### src/design/mbasc_pkg.sv
// Shared types, codes and the hex digit decoder for the Modbus ASCII receiver.
`timescale 1ns / 1ps

package mbasc_pkg;

  // input item commands
  localparam logic [1:0] CMD_START  = 2'd0;
  localparam logic [1:0] CMD_SYMBOL = 2'd1;
  localparam logic [1:0] CMD_TICK   = 2'd2;

  // result kinds
  localparam logic KIND_DATA = 1'b0;
  localparam logic KIND_END  = 1'b1;

  // frame end status codes
  localparam logic [2:0] ST_OK      = 3'd0;
  localparam logic [2:0] ST_TIMEOUT = 3'd1;
  localparam logic [2:0] ST_BADCHAR = 3'd2;
  localparam logic [2:0] ST_ODD     = 3'd3;
  localparam logic [2:0] ST_SHORT   = 3'd4;
  localparam logic [2:0] ST_LONG    = 3'd5;
  localparam logic [2:0] ST_ID      = 3'd6;
  localparam logic [2:0] ST_LRC     = 3'd7;

  // configuration register indexes
  localparam logic CFG_EXPECTED_ID   = 1'b0;
  localparam logic CFG_TIMEOUT_TICKS = 1'b1;

  localparam logic [7:0] CH_COLON = 8'h3A;
  localparam logic [7:0] CH_CR    = 8'h0D;
  localparam logic [7:0] CH_LF    = 8'h0A;

  localparam logic [7:0]  EXPECTED_ID_RESET   = 8'd1;
  localparam logic [15:0] TIMEOUT_TICKS_RESET = 16'd5000;

  typedef struct packed {
    logic [1:0] cmd;
    logic [7:0] symbol;
  } in_item_t;

  typedef struct packed {
    logic       kind;
    logic [7:0] data_byte;
    logic [2:0] status;
    logic       is_last;
  } out_item_t;

  // bit 4 set means the character is not a hex digit
  function automatic logic [4:0] hex_value(input logic [7:0] c);
    logic [4:0] v;
    if (c >= 8'h30 && c <= 8'h39) begin
      v = {1'b0, c[3:0]};
    end else if ((c >= 8'h41 && c <= 8'h46) || (c >= 8'h61 && c <= 8'h66)) begin
      v = {1'b0, 4'(c[3:0] + 4'd9)};
    end else begin
      v = 5'h10;
    end
    return v;
  endfunction

endpackage

### src/design/mbasc_frame.sv
// Frame state and per-item decode: hunt for ':', pair hex digits, LRC, end checks.
`timescale 1ns / 1ps

module mbasc_frame #(
  parameter int MAX_FRAME_BYTES = 256
) (
  input  logic                 clk,
  input  logic                 rst,
  input  logic                 fire,
  input  mbasc_pkg::in_item_t  item,
  input  logic [7:0]           expected_id,
  input  logic [15:0]          timeout_ticks,
  output logic                 res_valid,
  output mbasc_pkg::out_item_t res
);

  localparam int CW = $clog2(MAX_FRAME_BYTES + 2);
  localparam logic [CW-1:0] MAX_CNT = CW'(MAX_FRAME_BYTES);
  localparam logic [CW-1:0] SAT_CNT = CW'(MAX_FRAME_BYTES + 1);
  localparam logic [CW-1:0] MIN_CNT = CW'(4);

  localparam logic [1:0] PH_IDLE = 2'd0;
  localparam logic [1:0] PH_WAIT = 2'd1;
  localparam logic [1:0] PH_RECV = 2'd2;

  logic [1:0]    phase, phase_next;
  logic [15:0]   elapsed, elapsed_next;
  logic [3:0]    high_nibble, high_nibble_next;
  logic          nibble_pending, nibble_pending_next;
  logic          cr_seen, cr_seen_next;
  logic [7:0]    held_byte, held_byte_next;
  logic [CW-1:0] byte_count, byte_count_next;
  logic [7:0]    running_sum, running_sum_next;
  logic          id_mismatch, id_mismatch_next;

  logic [15:0] elapsed_inc;
  logic [4:0]  hv;
  logic [7:0]  new_byte;
  logic [2:0]  end_status;

  always_comb begin
    elapsed_inc = (elapsed != 16'hFFFF) ? elapsed + 16'd1 : elapsed;
    hv          = mbasc_pkg::hex_value(item.symbol);
    new_byte    = {high_nibble, hv[3:0]};
    if (nibble_pending) begin
      end_status = mbasc_pkg::ST_ODD;
    end else if (byte_count < MIN_CNT) begin
      end_status = mbasc_pkg::ST_SHORT;
    end else if (byte_count > MAX_CNT) begin
      end_status = mbasc_pkg::ST_LONG;
    end else if (id_mismatch) begin
      end_status = mbasc_pkg::ST_ID;
    end else if (running_sum != 8'd0) begin
      end_status = mbasc_pkg::ST_LRC;
    end else begin
      end_status = mbasc_pkg::ST_OK;
    end
  end

  always_comb begin
    phase_next          = phase;
    elapsed_next        = elapsed;
    high_nibble_next    = high_nibble;
    nibble_pending_next = nibble_pending;
    cr_seen_next        = cr_seen;
    held_byte_next      = held_byte;
    byte_count_next     = byte_count;
    running_sum_next    = running_sum;
    id_mismatch_next    = id_mismatch;
    res_valid           = 1'b0;
    res                 = '0;

    if (fire) begin
      case (item.cmd)
        mbasc_pkg::CMD_START: begin
          phase_next          = PH_WAIT;
          elapsed_next        = '0;
          high_nibble_next    = '0;
          nibble_pending_next = 1'b0;
          cr_seen_next        = 1'b0;
          held_byte_next      = '0;
          byte_count_next     = '0;
          running_sum_next    = '0;
          id_mismatch_next    = 1'b0;
        end
        mbasc_pkg::CMD_TICK: begin
          if (phase != PH_IDLE) begin
            elapsed_next = elapsed_inc;
            if (elapsed_inc >= timeout_ticks) begin
              res_valid  = 1'b1;
              res.kind   = mbasc_pkg::KIND_END;
              res.status = mbasc_pkg::ST_TIMEOUT;
              res.is_last = 1'b1;
              phase_next = PH_IDLE;
            end
          end
        end
        mbasc_pkg::CMD_SYMBOL: begin
          if (phase == PH_WAIT) begin
            if (item.symbol == mbasc_pkg::CH_COLON) begin
              phase_next = PH_RECV;
            end
          end else if (phase == PH_RECV) begin
            if (cr_seen) begin
              res_valid   = 1'b1;
              res.kind    = mbasc_pkg::KIND_END;
              res.is_last = 1'b1;
              res.status  = (item.symbol == mbasc_pkg::CH_LF) ? end_status
                                                              : mbasc_pkg::ST_BADCHAR;
              phase_next  = PH_IDLE;
            end else if (item.symbol == mbasc_pkg::CH_CR) begin
              cr_seen_next = 1'b1;
            end else if (hv[4]) begin
              res_valid   = 1'b1;
              res.kind    = mbasc_pkg::KIND_END;
              res.is_last = 1'b1;
              res.status  = mbasc_pkg::ST_BADCHAR;
              phase_next  = PH_IDLE;
            end else if (!nibble_pending) begin
              high_nibble_next    = hv[3:0];
              nibble_pending_next = 1'b1;
            end else begin
              nibble_pending_next = 1'b0;
              if (byte_count >= MAX_CNT) begin
                // overlong: count saturates, nothing summed or sent
                byte_count_next = SAT_CNT;
              end else begin
                running_sum_next = running_sum + new_byte;
                byte_count_next  = byte_count + CW'(1);
                if (byte_count == '0) begin
                  id_mismatch_next = (new_byte != expected_id);
                end else begin
                  held_byte_next = new_byte;
                  // one byte behind so the LRC never goes out
                  if (byte_count >= CW'(2)) begin
                    res_valid     = 1'b1;
                    res.kind      = mbasc_pkg::KIND_DATA;
                    res.data_byte = held_byte;
                  end
                end
              end
            end
          end
        end
        default: begin
        end
      endcase
    end
  end

  always_ff @(posedge clk) begin
    if (rst) begin
      phase          <= PH_IDLE;
      elapsed        <= '0;
      high_nibble    <= '0;
      nibble_pending <= 1'b0;
      cr_seen        <= 1'b0;
      held_byte      <= '0;
      byte_count     <= '0;
      running_sum    <= '0;
      id_mismatch    <= 1'b0;
    end else begin
      phase          <= phase_next;
      elapsed        <= elapsed_next;
      high_nibble    <= high_nibble_next;
      nibble_pending <= nibble_pending_next;
      cr_seen        <= cr_seen_next;
      held_byte      <= held_byte_next;
      byte_count     <= byte_count_next;
      running_sum    <= running_sum_next;
      id_mismatch    <= id_mismatch_next;
    end
  end

endmodule

### src/design/modbus_ascii_frame_receiver.sv
// Top level of the Modbus ASCII response receiver with LRC check.
//
// Input channel (in_valid/in_ready/in_data): one command per transfer:
// start, received character, or one timer tick. Output channel
// (out_valid/out_ready/out_data): decoded payload bytes, then one frame
// end result carrying the status. The slave id and the LRC byte are
// checked but never sent; payload bytes leave one byte behind the wire.
// Configuration: cfg_we writes cfg_data into the register at cfg_index
// (0 expected id, 1 timeout in ticks), to be done while the block is idle.
// Throughput is one command per cycle while the output is not stalled. An
// accepted command is held in the input register while the frame logic
// decodes it; its result, if any, is loaded into the output register,
// which drives out_valid.
// If the output stalls with a result held, the command in the input
// register waits and in_ready drops until the held result is taken; an
// empty input register still takes one command first.
// Reset (rst, synchronous) empties both registers, puts the receiver idle
// (symbols and ticks ignored until a start) and loads expected id 1 and a
// timeout of 5000 ticks.
`timescale 1ns / 1ps

module modbus_ascii_frame_receiver #(
  parameter int MAX_FRAME_BYTES = 256
) (
  input  logic                 clk,
  input  logic                 rst,
  input  logic                 in_valid,
  output logic                 in_ready,
  input  mbasc_pkg::in_item_t  in_data,
  output logic                 out_valid,
  input  logic                 out_ready,
  output mbasc_pkg::out_item_t out_data,
  input  logic                 cfg_we,
  input  logic                 cfg_index,
  input  logic [15:0]          cfg_data
);

  logic [7:0]  expected_id;
  logic [15:0] timeout_ticks;

  logic                 s_valid;
  mbasc_pkg::in_item_t  s_item;
  logic                 adv;
  logic                 res_valid;
  mbasc_pkg::out_item_t res;

  assign adv      = s_valid && !(out_valid && !out_ready);
  assign in_ready = !s_valid || adv;

  always_ff @(posedge clk) begin
    if (rst) begin
      expected_id   <= mbasc_pkg::EXPECTED_ID_RESET;
      timeout_ticks <= mbasc_pkg::TIMEOUT_TICKS_RESET;
    end else if (cfg_we) begin
      case (cfg_index)
        mbasc_pkg::CFG_EXPECTED_ID:   expected_id   <= cfg_data[7:0];
        mbasc_pkg::CFG_TIMEOUT_TICKS: timeout_ticks <= cfg_data;
        default: begin
        end
      endcase
    end
  end

  always_ff @(posedge clk) begin
    if (rst) begin
      s_valid <= 1'b0;
    end else if (in_ready) begin
      s_valid <= in_valid;
    end
  end

  always_ff @(posedge clk) begin
    if (in_ready && in_valid) begin
      s_item <= in_data;
    end
  end

  mbasc_frame #(
    .MAX_FRAME_BYTES(MAX_FRAME_BYTES)
  ) u_frame (
    .clk          (clk),
    .rst          (rst),
    .fire         (adv),
    .item         (s_item),
    .expected_id  (expected_id),
    .timeout_ticks(timeout_ticks),
    .res_valid    (res_valid),
    .res          (res)
  );

  always_ff @(posedge clk) begin
    if (rst) begin
      out_valid <= 1'b0;
    end else if (adv && res_valid) begin
      out_valid <= 1'b1;
    end else if (out_ready) begin
      out_valid <= 1'b0;
    end
  end

  always_ff @(posedge clk) begin
    if (adv && res_valid) begin
      out_data <= res;
    end
  end

endmodule

### config.mk
export PLATFORM = sky130hd
export DESIGN_NAME = modbus_ascii_frame_receiver
export DESIGN_NICKNAME = d
export VERILOG_FILES = /design/src/design/mbasc_pkg.sv /design/src/design/mbasc_frame.sv /design/src/design/modbus_ascii_frame_receiver.sv
export SDC_FILE = /design/constraint.sdc
export NUM_CORES = 1
export LEC_CHECK = 0
export BUFFER_PORTS_ARGS = -buffer_cell sky130_fd_sc_hd__buf_2
export CORE_MARGIN = 1
export CORE_UTILIZATION = 41
export DETAILED_ROUTE_END_ITERATION = 7
export PLACE_DENSITY = 0.66
export SETUP_SLACK_MARGIN = 0.05
export SYNTH_ARGS = -nofsm -noshare
export SYNTH_HDL_FRONTEND = slang
export SYNTH_SLANG_ARGS = --single-unit
### constraint.sdc
create_clock -name clk -period 3.7 [get_ports clk]
set_clock_uncertainty 0.2 [all_clocks]
set_input_delay 0.37 -clock clk [delete_from_list [all_inputs] [get_ports clk]]
set_output_delay 0.37 -clock clk [all_outputs]
set_load 0.03 [all_outputs]
# Yosys cells after proc, flatten, opt, wreduce, memory -nomap -nowiden
# Index checks and enable logic that the tools add are counted.
[totals] out_inout_bits=15 latch_bits=0 memories=0 mem_bits_rw=0 regBits=99 mem_bits_ro=0 elab_cells=202 input_bits=32
[classes] add_sub_neg=4 mux=105 eq_ne=25 shift=0 n_reduce_logical=32 mul=0 n_lt_le_gt_ge=11 bitwise_logic=6 n_div=0
[ops] operator="two-way mux 8 bit" count=19
[ops] operator="two-way mux 9 bit" count=9
[ops] operator="two-way mux 13 bit" count=3
[ops] operator="two-way mux 1 bit" count=34
[ops] operator="two-way mux 16 bit" count=2
[ops] operator="two-way mux 4 bit" count=8
[ops] operator="case mux 16 bit (2 select lines)" count=1
[ops] operator="case mux 8 bit (2 select lines)" count=2
[ops] operator="AND reduction 8 bit" count=3
[ops] operator="two-way mux 3 bit" count=7
[ops] operator="AND reduction 10 bit" count=2
[ops] operator="two-way mux 2 bit" count=9
[ops] operator="case mux 9 bit (2 select lines)" count=1
[ops] operator="adder 16 x 1 -> 16 bit, second input constant" count=1
[ops] operator="equality test 8 x 4 -> 1 bit, second input constant" count=2
[ops] operator="greater-or-equal comparator 16 bit" count=1
[ops] operator="greater-or-equal comparator 8 x 7 -> 1 bit, second input constant" count=2
[ops] operator="<= comparator 8 x 7 -> 1 bit, second input constant" count=2
[ops] operator="!= test 16 bit, second input constant" count=1
[ops] operator="case mux 4 bit (2 select lines)" count=2
[ops] operator="!= test 2 bit, second input constant" count=7
[ops] operator="OR reduction 11 bit" count=1
[ops] operator="two-way mux 5 bit" count=2
[ops] operator="!= test 2 x 1 -> 1 bit, second input constant" count=5
[ops] operator="33 further kinds" count=57

# Longest topological paths before layout
# Gate-level depths: netlist (run 1).
[logic_depth] ltp_word=15 mapped_depth=16 depth_no_buf=16

# Hierarchy
# A second synthesis (run 1) with hierarchy kept.
[unflattened] cells_unflattened=633 area_unflattened_um2=5616.6
[by_module_without_submodules] mod="mbasc_frame" n_inst=1 cells_each=500 area_per_inst_um2=3793.6
[by_module_without_submodules] mod="modbus_ascii_frame_receiver" n_inst=1 cells_each=133 area_per_inst_um2=1823.0

# Worst setup path after synthesis (run 1)
# OpenSTA, ideal clock, no wires.
[synth_timing] kind="register to register" startpoint="register u_frame.elapsed[6]" endpoint="register out_data[0] (netlist bit), enable pin" arrival_time_ns=2.942 path_stages_with_launch=17 n_path_buf=2 setup_time_ns=0.338 setup_slack_ns=0.220 path_cell_list="dfxtp_1 > buf_4 > and4_4 > nand4_4 > or3_1 > buf_6 > nor2b_4 > nand4_1 > xnor2_1 > ha_1 > nand4_1 > nor2_1 > a211o_1 > a21oi_1 > o21ai_0 > nand3_1 > nand2_1"
[synth_via] elab_chain_cells=8
[synth_lines] item="from (decl)" line_no="mbasc_frame.sv:27" text="logic [15:0] elapsed, elapsed_next;"
[synth_lines] item="from (signal assigned)" line_no="mbasc_frame.sv:164" text="elapsed <= elapsed_next;"
[synth_lines] item="adder 16 x 1 -> 16 bit or != test 16 bit (tied branches)" line_no="mbasc_frame.sv:42" text="elapsed_inc = (elapsed != 16'hFFFF) ? elapsed + 16'd1 : elapsed;"
[synth_lines] item="two-way mux 16 bit *" line_no="mbasc_frame.sv:42"
[synth_lines] item="greater-or-equal comparator 16 bit *" line_no="mbasc_frame.sv:89" text="if (elapsed_inc >= timeout_ticks) begin"
[synth_lines] item="two-way mux 1 bit *" line_no="mbasc_frame.sv:89"
[synth_lines] item="two-way mux 1 bit *" line_no="mbasc_frame.sv:87" text="if (phase != PH_IDLE) begin"
[synth_lines] item="case mux 1 bit (2 select lines) *" line_no="mbasc_frame.sv:74" text="case (item.cmd)"
[synth_lines] item="two-way mux 1 bit *" line_no="mbasc_frame.sv:73" text="if (fire) begin"
[synth_lines] item="logical AND 1 bit *" line_no="modbus_ascii_frame_receiver.sv:102" text="if (adv && res_valid) begin"
[synth_lines] item="to (signal assigned)" line_no="modbus_ascii_frame_receiver.sv:103" text="out_data <= res;"
[synth_lines] item="to (decl)" line_no="modbus_ascii_frame_receiver.sv:32" text="output mbasc_pkg::out_item_t out_data,"
# Every way passes the cells marked *; elsewhere a longest branch is shown, timed or not.
# A chain may end at the register's enable or synchronous reset.

# Final worst setup path (run 1)
[layout_timing] startpoint="register u_frame.elapsed[9]" endpoint="register out_data[3] (netlist bit), enable pin"
# The elaborated chain is that of the path after synthesis.

==> results of run 1 <==
-- cells in the final DEF, fill, tap and decap left out, types with 5 or more instances in the layout --
| cell | n |
|---|---|
| nand2_1 | 86 |
| dfxtp_1 | 73 |
| nor2_1 | 59 |
| a21oi_1 | 52 |
| buf_2 | 46 |
| ha_1 | 34 |
| inv_1 | 30 |
| o21ai_0 | 26 |
| edfxtp_1 | 23 |
| buf_4 | 21 |
| xor2_1 | 16 |
| nand3_1 | 15 |
| nand3b_1 | 15 |
| xnor2_1 | 15 |
| clkbuf_16 | 11 |
| nand4_1 | 10 |
| and2_1 | 10 |
| dlygate4sd3_1 | 10 |
| nor2b_1 | 9 |
| o31ai_1 | 8 |
| nor4_1 | 6 |
| nor3_1 | 6 |
| nand2b_1 | 5 |
| o21a_1 | 5 |
| o21ai_1 | 5 |
| a31oi_1 | 5 |
| a21o_1 | 5 |
| mux2i_1 | 5 |
-- cells by family (layout without fill, tap and decap cells) --
group	after synthesis	after routing	share of synthesized area, %
AO/OA/AOI/OAI	141	141	16.1
XOR/XNOR	32	32	5.20
adder cells (fa/ha/maj)	36	36	8.49
buffers and inverters	53	124	3.99
flip-flops	99	99	41.0
multiplexers	7	7	1.42
AND/OR/NAND/NOR	251	251	23.8
-- synth_stat cells, types with 2 or more instances --
cell type and instances:
nor3_1 6, and2_1 10, edfxtp_1 23, nor4_1 6, nor2b_1 9, a211oi_1 3, o211ai_1 3, o21ai_0 28
and2_2 2, a22o_1 5, o31ai_1 8, or2_2 2, inv_1 31, a21o_1 5, a31oi_1 5, or3_1 2
nor3b_1 4, xor2_1 17, a41oi_1 2, and3_1 5, buf_4 2, nand4_1 10, nor2_1 59, nand2b_1 5
nand4b_1 3, o21ai_1 3, nand3_1 15, nand2_1 86, xnor2_1 15, nand3b_1 15, o41ai_1 3, dfxtp_1 76
a21oi_1 55, a311oi_1 2, ha_1 35, o21a_1 5, a22oi_1 3, a2111oi_0 2, mux2i_1 5, clkbuf_1 17
-- registers in the layout, summed over array words and instances (netlist names) --
register / flops
u_frame.high_nibble: 4
s_item: 10
u_frame.phase: 2
u_frame.cr_seen: 1
u_frame.byte_count: 9
expected_id: 8
u_frame.id_mismatch: 1
u_frame.nibble_pending: 1
out_data: 13
u_frame.held_byte: 8
out_valid: 1
s_valid: 1
timeout_ticks: 16
u_frame.elapsed: 16
u_frame.running_sum: 8
-- critical path, cell delays in order (launching register included) --
cell	delay, ns
dfxtp_2	0.36
and4_4	0.27
nand4_4	0.10
or3_4	0.45
nor2b_4	0.16
nand2_1	0.12
xnor2_1	0.14
ha_1	0.27
a21oi_1	0.17
nor2_1	0.06
a211o_1	0.29
a21oi_2	0.18
o21ai_1	0.09
nand3_1	0.12
nand2_1	0.06
buf_4	0.19
-- layout make-up --
| type | instances | area, um^2 | share of cell area, % |
|---|---|---|---|
| clock inverters | 5 | 53.8 | 0.841 |
| inverters | 31 | 116 | 1.82 |
| clock buffers | 11 | 275 | 4.31 |
| well taps | 172 | 215 | 3.37 |
| flip-flops and latches | 99 | 2220 | 34.7 |
| multi-input cells | 467 | 3030 | 47.4 |
| repair buffers | 77 | 488 | 7.63 |
-- routing by layer --
metal / wire, um / GRT usage (%)
met2: 5570 / 31.4
met3: 574 / 3.27
met4: 287 / 8.52
met1: 6030 / 26.1
met5: 0 / 0
-- report_power, final --
group          switching, mW  internal (mW)
logic                  0.103         0.0719
clock network          0.460          0.557
registers             0.0206           1.13
-- through the flow --
step	hold slack [ns]	total power, mW	setup WS (ns)	setup TNS [ns]
finish	0.0217	2.34	0.214	0
global placement	0.246	1.32	0.108	0
CTS	0.0122	2.35	0.0765	0
global route	0.0465	2.43	0.0299	0
floorplan	0.236	1.28	0.220	0
detailed placement	0.250	1.33	-0.0235	-0.294
-- worst paths after layout --
path                                     endpoint  slack, ns  depth (start not counted)
worst min-delay path             timeout_ticks[9]       0.02                          3
worst max-delay path                  out_data[3]       0.21                         15
worst max register to register        out_data[3]       0.21                         15
worst min register to register  timeout_ticks[11]       0.26                          2
-- timing repair --
action / CTS / global route
endpoints found under the setup margin: 16 / 18
endpoints found under the hold margin: 10 / 0
hold buffers: 10 / 0
setup buffers: 0 / 4
pin swaps: 0 / 5
resized for setup: 2 / 16
==> results summary, run 1 <==
From left edge to right edge, the die measures 117 um. The worst setup path is captured at a register. Synthesis produced 619 cells. dfxtp_1 takes more of the synthesized area than any other cell.

Ranked by total cell area, the synthesized netlist is headed by dfxtp_1 (28%), edfxtp_1 (13%), ha_1 (8.1%), nand2_1 (6.0%), a21oi_1 (5.1%). The peak supply drop is 0.000202 V. The clock tree from TritonCTS is done.

The via count of the first global-routing pass is 4378. The sequential element share of the synthesized area came out at 41.0%. The violation count after the first detailed-routing iteration is 343. The congestion estimate from routability-driven global placement came to 0.867. The core region area came out at 0.0127 mm^2. For the worst setup path, the data required time is 3.61 ns. The final critical-path share of the clock period came out at 94.2%.

The worst register-to-register path begins at u_frame.elapsed[9]. After routing the design area is 0.00639 mm^2. The fraction of post-synthesis cell area in the top cell type by area is 28.2%.

The count of placed standard cells including taps is 832. The final cell count without fillers came out at 862. The number of hold violations in the final report is 0.

The netlist area before placement came out at 0.00539 mm^2. The flip-flop and latch count after synthesis came out at 99. The worst setup path is of the reg2reg kind. The worst setup path is launched from a register. The vertical die dimension came out at 117 um.

The total number of clock tree sinks came out at 99. The number of buffers inserted by port buffering came out at 46. Counting the buffers created by CTS gives 9. Counting the fill cells in the layout gives 1214.

Setup repair after global routing could not meet its margin everywhere. After synthesis, the share of flip-flops with an asynchronous set or reset is 0%. The full die area is 0.0136 mm^2. For this run, the number of Yosys warnings is 0.

The average size of a mapped cell is 8.71 um^2. Entering global routing, the biggest net connects 37 pins. The number of failing setup endpoints in the final timing report came out at 0. The remaining max-slew budget at the tightest pin came out at 41.5%. The initial antenna violation count is 0.

The origin of the worst min-delay path is cfg_data[9]. The CTS H-tree depth came out at 3. The routed design has 12500 um of wire.

The first-pass iteration count of the detailed router came out at 5. The total power per unit cell area came out at 366 mW/mm^2. At the pin with the least slew margin, the transition time is 0.874 ns. The total via count after detailed routing is 4578. Max-cap violations in this run came to 0. Based on the critical path, the design can be clocked at up to 287 MHz. The clock latency on the worst-skew pair is 0.36 ns. The number of antenna cells inserted is 0. Along the worst path, the maximum fanout reaches 13. The path category of the worst min-delay check is in2reg. The total I/O pin count is 47. Among all flip-flop cells after synthesis, the most frequent one is dfxtp_1.

The aggregate global-route resource usage came out at 19.6%. The number of different library cells in the post-synthesis netlist came out at 67. The number of antenna-violating nets in the routed design is 0. The via density per instance is 5.31. The detailed placement HPWL came out at 9190 um. The starting density of the core came out at 42.4%. The number of buffers on the longest clock path is 2.

The initialized floorplan defines 41 standard-cell rows. In the routed design, unresolved DRC markers number 0. The flow ran to the end, and the final reports show no timing, DRC or antenna violations. Clock tree synthesis selected as its root buffer the cell clkbuf_16. The final-stage net count came out at 753.

The global route total overflow came out at 0. The wire length of the first global-routing pass is 20700 um. The arrival time reported for the critical path endpoint is 3.39 ns.

The post-detailed-placement cell area came out at 0.00587 mm^2. The share of cells above drive strength 1 came out at 16.8%. Counting flops with a built-in enable in the synthesized netlist gives 23. The signed area change from the synthesized netlist to the final layout came out at 18.6%. The number of nets handed over by synthesis was 687. The final critical delay including setup and external delays is 3.49 ns.

Once layout is complete, the utilization of the core stands at 50.3%. The count of pins over their slew limit is 0. The detail-routed net length per standard cell is 14.5 um.

The startpoint of the most critical setup path is u_frame.elapsed[9]. In this run the static leakage power is 2.60 nW. After clock tree synthesis, the clock-pin slew on the worst setup and hold paths is 0.07 ns.
No activity file was read; power rests on OpenSTA's default activity.
==> run 2, diff against run 1 <==
CORE_UTILIZATION = 35   (was 41)
PLACE_DENSITY = 0.58   (was 0.66)
==> run 2 against run 1 <==
Compared with the run above:
- non-clock buffer count is 2 lower
- worst hold slack lost 0.0011 ns
- global-route usage shrank 2.9 points
- utilization fell by 8.3 points
- die area rose by 17%
- combinational power hardly changed
- critical path type unchanged
- largest cell class unchanged
- highest routed layer unchanged
==> results summary, run 2 (synthesis gave the netlist of run 1 again) <==
The number of failing setup endpoints in the final timing report came out at 0 (unchanged). The tree is rooted in a clkbuf_16. The clock latency on the worst-skew pair is 0.36 ns (about the same). The arrival time reported for the critical path endpoint came out at 3.57 ns (+0.18 ns).

The final critical-path share of the clock period came to 94.1% (-0.11 points). The violation count after the first detailed-routing iteration is 275 (-20%). The final critical delay including setup and external delays came out at 3.48 ns (-0.00414 ns). The initial antenna violation count came out at 0 (unchanged). The maximum number of pins on one net before global-route repair is 34 (-8.1%). The signed area change from the synthesized netlist to the final layout is 17.9%. The final cell count without fillers is 876 (+1.6%). The most frequent cell on the critical path is ha_1. The core region area is 0.0151 mm^2 (+19%). The internal power of the cells came to 1.67 mW (-5.1%).

The register share of total power was 51.3% (+2.2 points). The final-stage net count is 751 (-0.27%). The footprint of the multi-input gates is 0.00303 mm^2 (about the same). The number of hold violations in the final report came to 0 (unchanged). The detail-routed net length per standard cell is 14.5 um (+0.25%). The vertical die dimension is 126 um (+8.1%). The part of the total power dissipated in combinational logic came out at 7.8% (+0.3 points). The number of antenna cells inserted is 0 (unchanged). The clock tree from TritonCTS is done. The row count came to 45 (+9.8%). The largest incremental delay on the critical path came to 0.49 ns (+0.04 ns). The residual DRC count is 0 (unchanged). The total net switching power is 0.574 mW (-1.7%). The width of the die is 126 um (+8.1%). The required arrival time at the worst endpoint came to 3.79 ns (+0.18 ns). The peak supply drop is 0.000224 V (+11%). The fraction of the core area covered by cells at the end of the flow is 42.0% (-8.3 points).

The via density per instance came out at 5.17 (-2.6%). The path category of the worst min-delay check is in2reg. The worst setup path is of the reg2reg kind. The full die area was 0.0159 mm^2 (+17%). The TritonCTS buffer count came out at 9 (unchanged). The CTS H-tree depth is 3 (unchanged).

The number of fill cells is 1523 (+25%). The run finished with clean final reports. The share of cells above drive strength 1 came out at 16.9% (+0.049 points). The global route total overflow came out at 0 (unchanged).

The worst setup path is captured at a register. The total via count after detailed routing is 4533 (-0.98%). The flip-flop and latch area came out at 0.00222 mm^2 (unchanged). The reported max-cap violation count is 0 (unchanged).

The detailed placement HPWL is 9420 um (+2.6%). The via count of the first global-routing pass came out at 4359 (-0.43%). The count of pins over their slew limit came out at 0 (unchanged). The wire length of the first global-routing pass came out at 20900 um (+1.0%). The total power per unit cell area came out at 352 mW/mm^2 (-3.7%).

In the layout the commonest cells are nand2_1 (86), dfxtp_1 (73), nor2_1 (59). The library cell used most frequently in the layout, excluding fill and tap cells, is nand2_1. The leakage power summed over all cells is 2.56 nW (-1.6%). The actual slew at the worst max-slew pin is 0.817 ns (-0.0565 ns). The count of placed standard cells including taps is 847 (+1.8%).

The clock network fraction of total power came to 40.9% (-2.6 points). The fraction of power spent switching nets came out at 25.6% (+0.65 points). The routability congestion estimate is 0.847 (-2.3%). The final total negative setup slack is 0 ns (unchanged). The aggregate global-route resource usage is 16.7% (-2.9 points). The starting density of the core was 35.6% (-6.8 points).

The highest-delay cell along the critical path is edfxtp_1. The maximum operating frequency is 287 MHz (+0.12%). The wire length reported by the detailed router is 12700 um (+1.9%).

The number of buffers inserted by port buffering was 46 (unchanged). The first-pass iteration count of the detailed router is 4 (-1). The total I/O pin count is 47 (unchanged).

Setup repair after global routing could not meet its margin everywhere. The worst setup path is launched from a register. The number of antenna-violating nets in the routed design came out at 0 (unchanged). The number of buffers on the longest clock path was 2 (unchanged). The total number of clock tree sinks is 99 (unchanged). The largest registers in the layout are timeout_ticks x16, u_frame.elapsed x16, out_data x13.

The clock-pin transition on the worst setup and hold timing paths came out at 0.07 ns (about the same). Traced cell by cell, the critical path runs through inv_2, ha_1, or3b_4, and3_2, a22o_4, ha_1, a21oi_2, o211ai_1, o41ai_2, xor2_1, and3_1, nor2_1, a21oi_1. The remaining max-slew budget at the tightest pin came out at 45.1% (+3.6 points). The maximum fanout along the worst path came to 5 (-8).
## run 2: cell types whose count changed in the layout (fill, tap and decap cells not counted), sizes merged
cell	previous run	this run
clkinvlp	0	2
clkinv	1	2
buf	67	65
clkbuf	11	9
inv	35	34
## run 2: power groups by stage
stage          clock, mW  sequential [mW]  combinational, mW
2_1_floorplan          0             1.17              0.109
3_3_place_gp           0             1.17              0.154
3_5_place_dp           0             1.17              0.159
4_1_cts            0.949             1.15              0.168
5_1_grt            0.992             1.15              0.197
6_report           0.917             1.15              0.175
## run 2: through the flow
stage	total power, mW	worst slack, ns	cell area, um^2	hold slack, ns
2_1_floorplan	1.28	0.220	5390	0.236
3_3_place_gp	1.33	0.119	5880	0.247
3_5_place_dp	1.33	0.0115	5880	0.249
4_1_cts	2.26	0.0705	6270	0.00737
5_1_grt	2.34	0.0213	6360	0.00806
6_report	2.24	0.218	6360	0.0207
## run 2: timing repair
item / 4_1_cts / 5_1_grt
hold endpoints to repair: 10 / 0
setup endpoints to repair: 15 / 18
hold buffers: 10 / 0
pin swaps: 0 / 6
setup buffers: 0 / 3
resized for setup: 1 / 16
## run 2: layout make-up
| type | instances | area share, % |
|---|---|---|
| Timing Repair Buffer | 75 | 7.50 |
| Multi-Input combinational cell | 467 | 47.6 |
| Sequential cell | 99 | 34.9 |
| Clock buffer | 9 | 3.54 |
| Tap cell | 188 | 3.70 |
| Clock inverter | 7 | 0.964 |
| Inverter | 31 | 1.83 |
## run 2: worst max-delay path, delay by kind of cell (launching register included)
family / cells / cell delay [ns]
xor gates and xnor gates: 1 / 0.22
DFF: 1 / 0.49
buffers and inverters: 1 / 0.11
and+or+nand+nor: 4 / 0.91
AOI/OAI and AO/OA: 5 / 0.97
adders and majority gates: 2 / 0.51
## run 2: final timing paths
path                startpoint                endpoint  slack, ns  cells after the start
min reg2reg  timeout_ticks[11]       timeout_ticks[11]       0.26                      2
max reg2reg          s_item[0]  u_frame.running_sum[7]       0.22                     13
max                  s_item[0]  u_frame.running_sum[7]       0.22                     13
min               cfg_data[12]       timeout_ticks[12]       0.02                      3
## run 2: metal layers
metal | track usage, % | vias up | wire (um)
met4 | 6.66 | 0 | 224
met5 | 0 | - | 0
met3 | 3.61 | 19 | 511
li1 | - | 2313 | -
met1 | 22.7 | 2106 | 6460
met2 | 25.7 | 95 | 5510
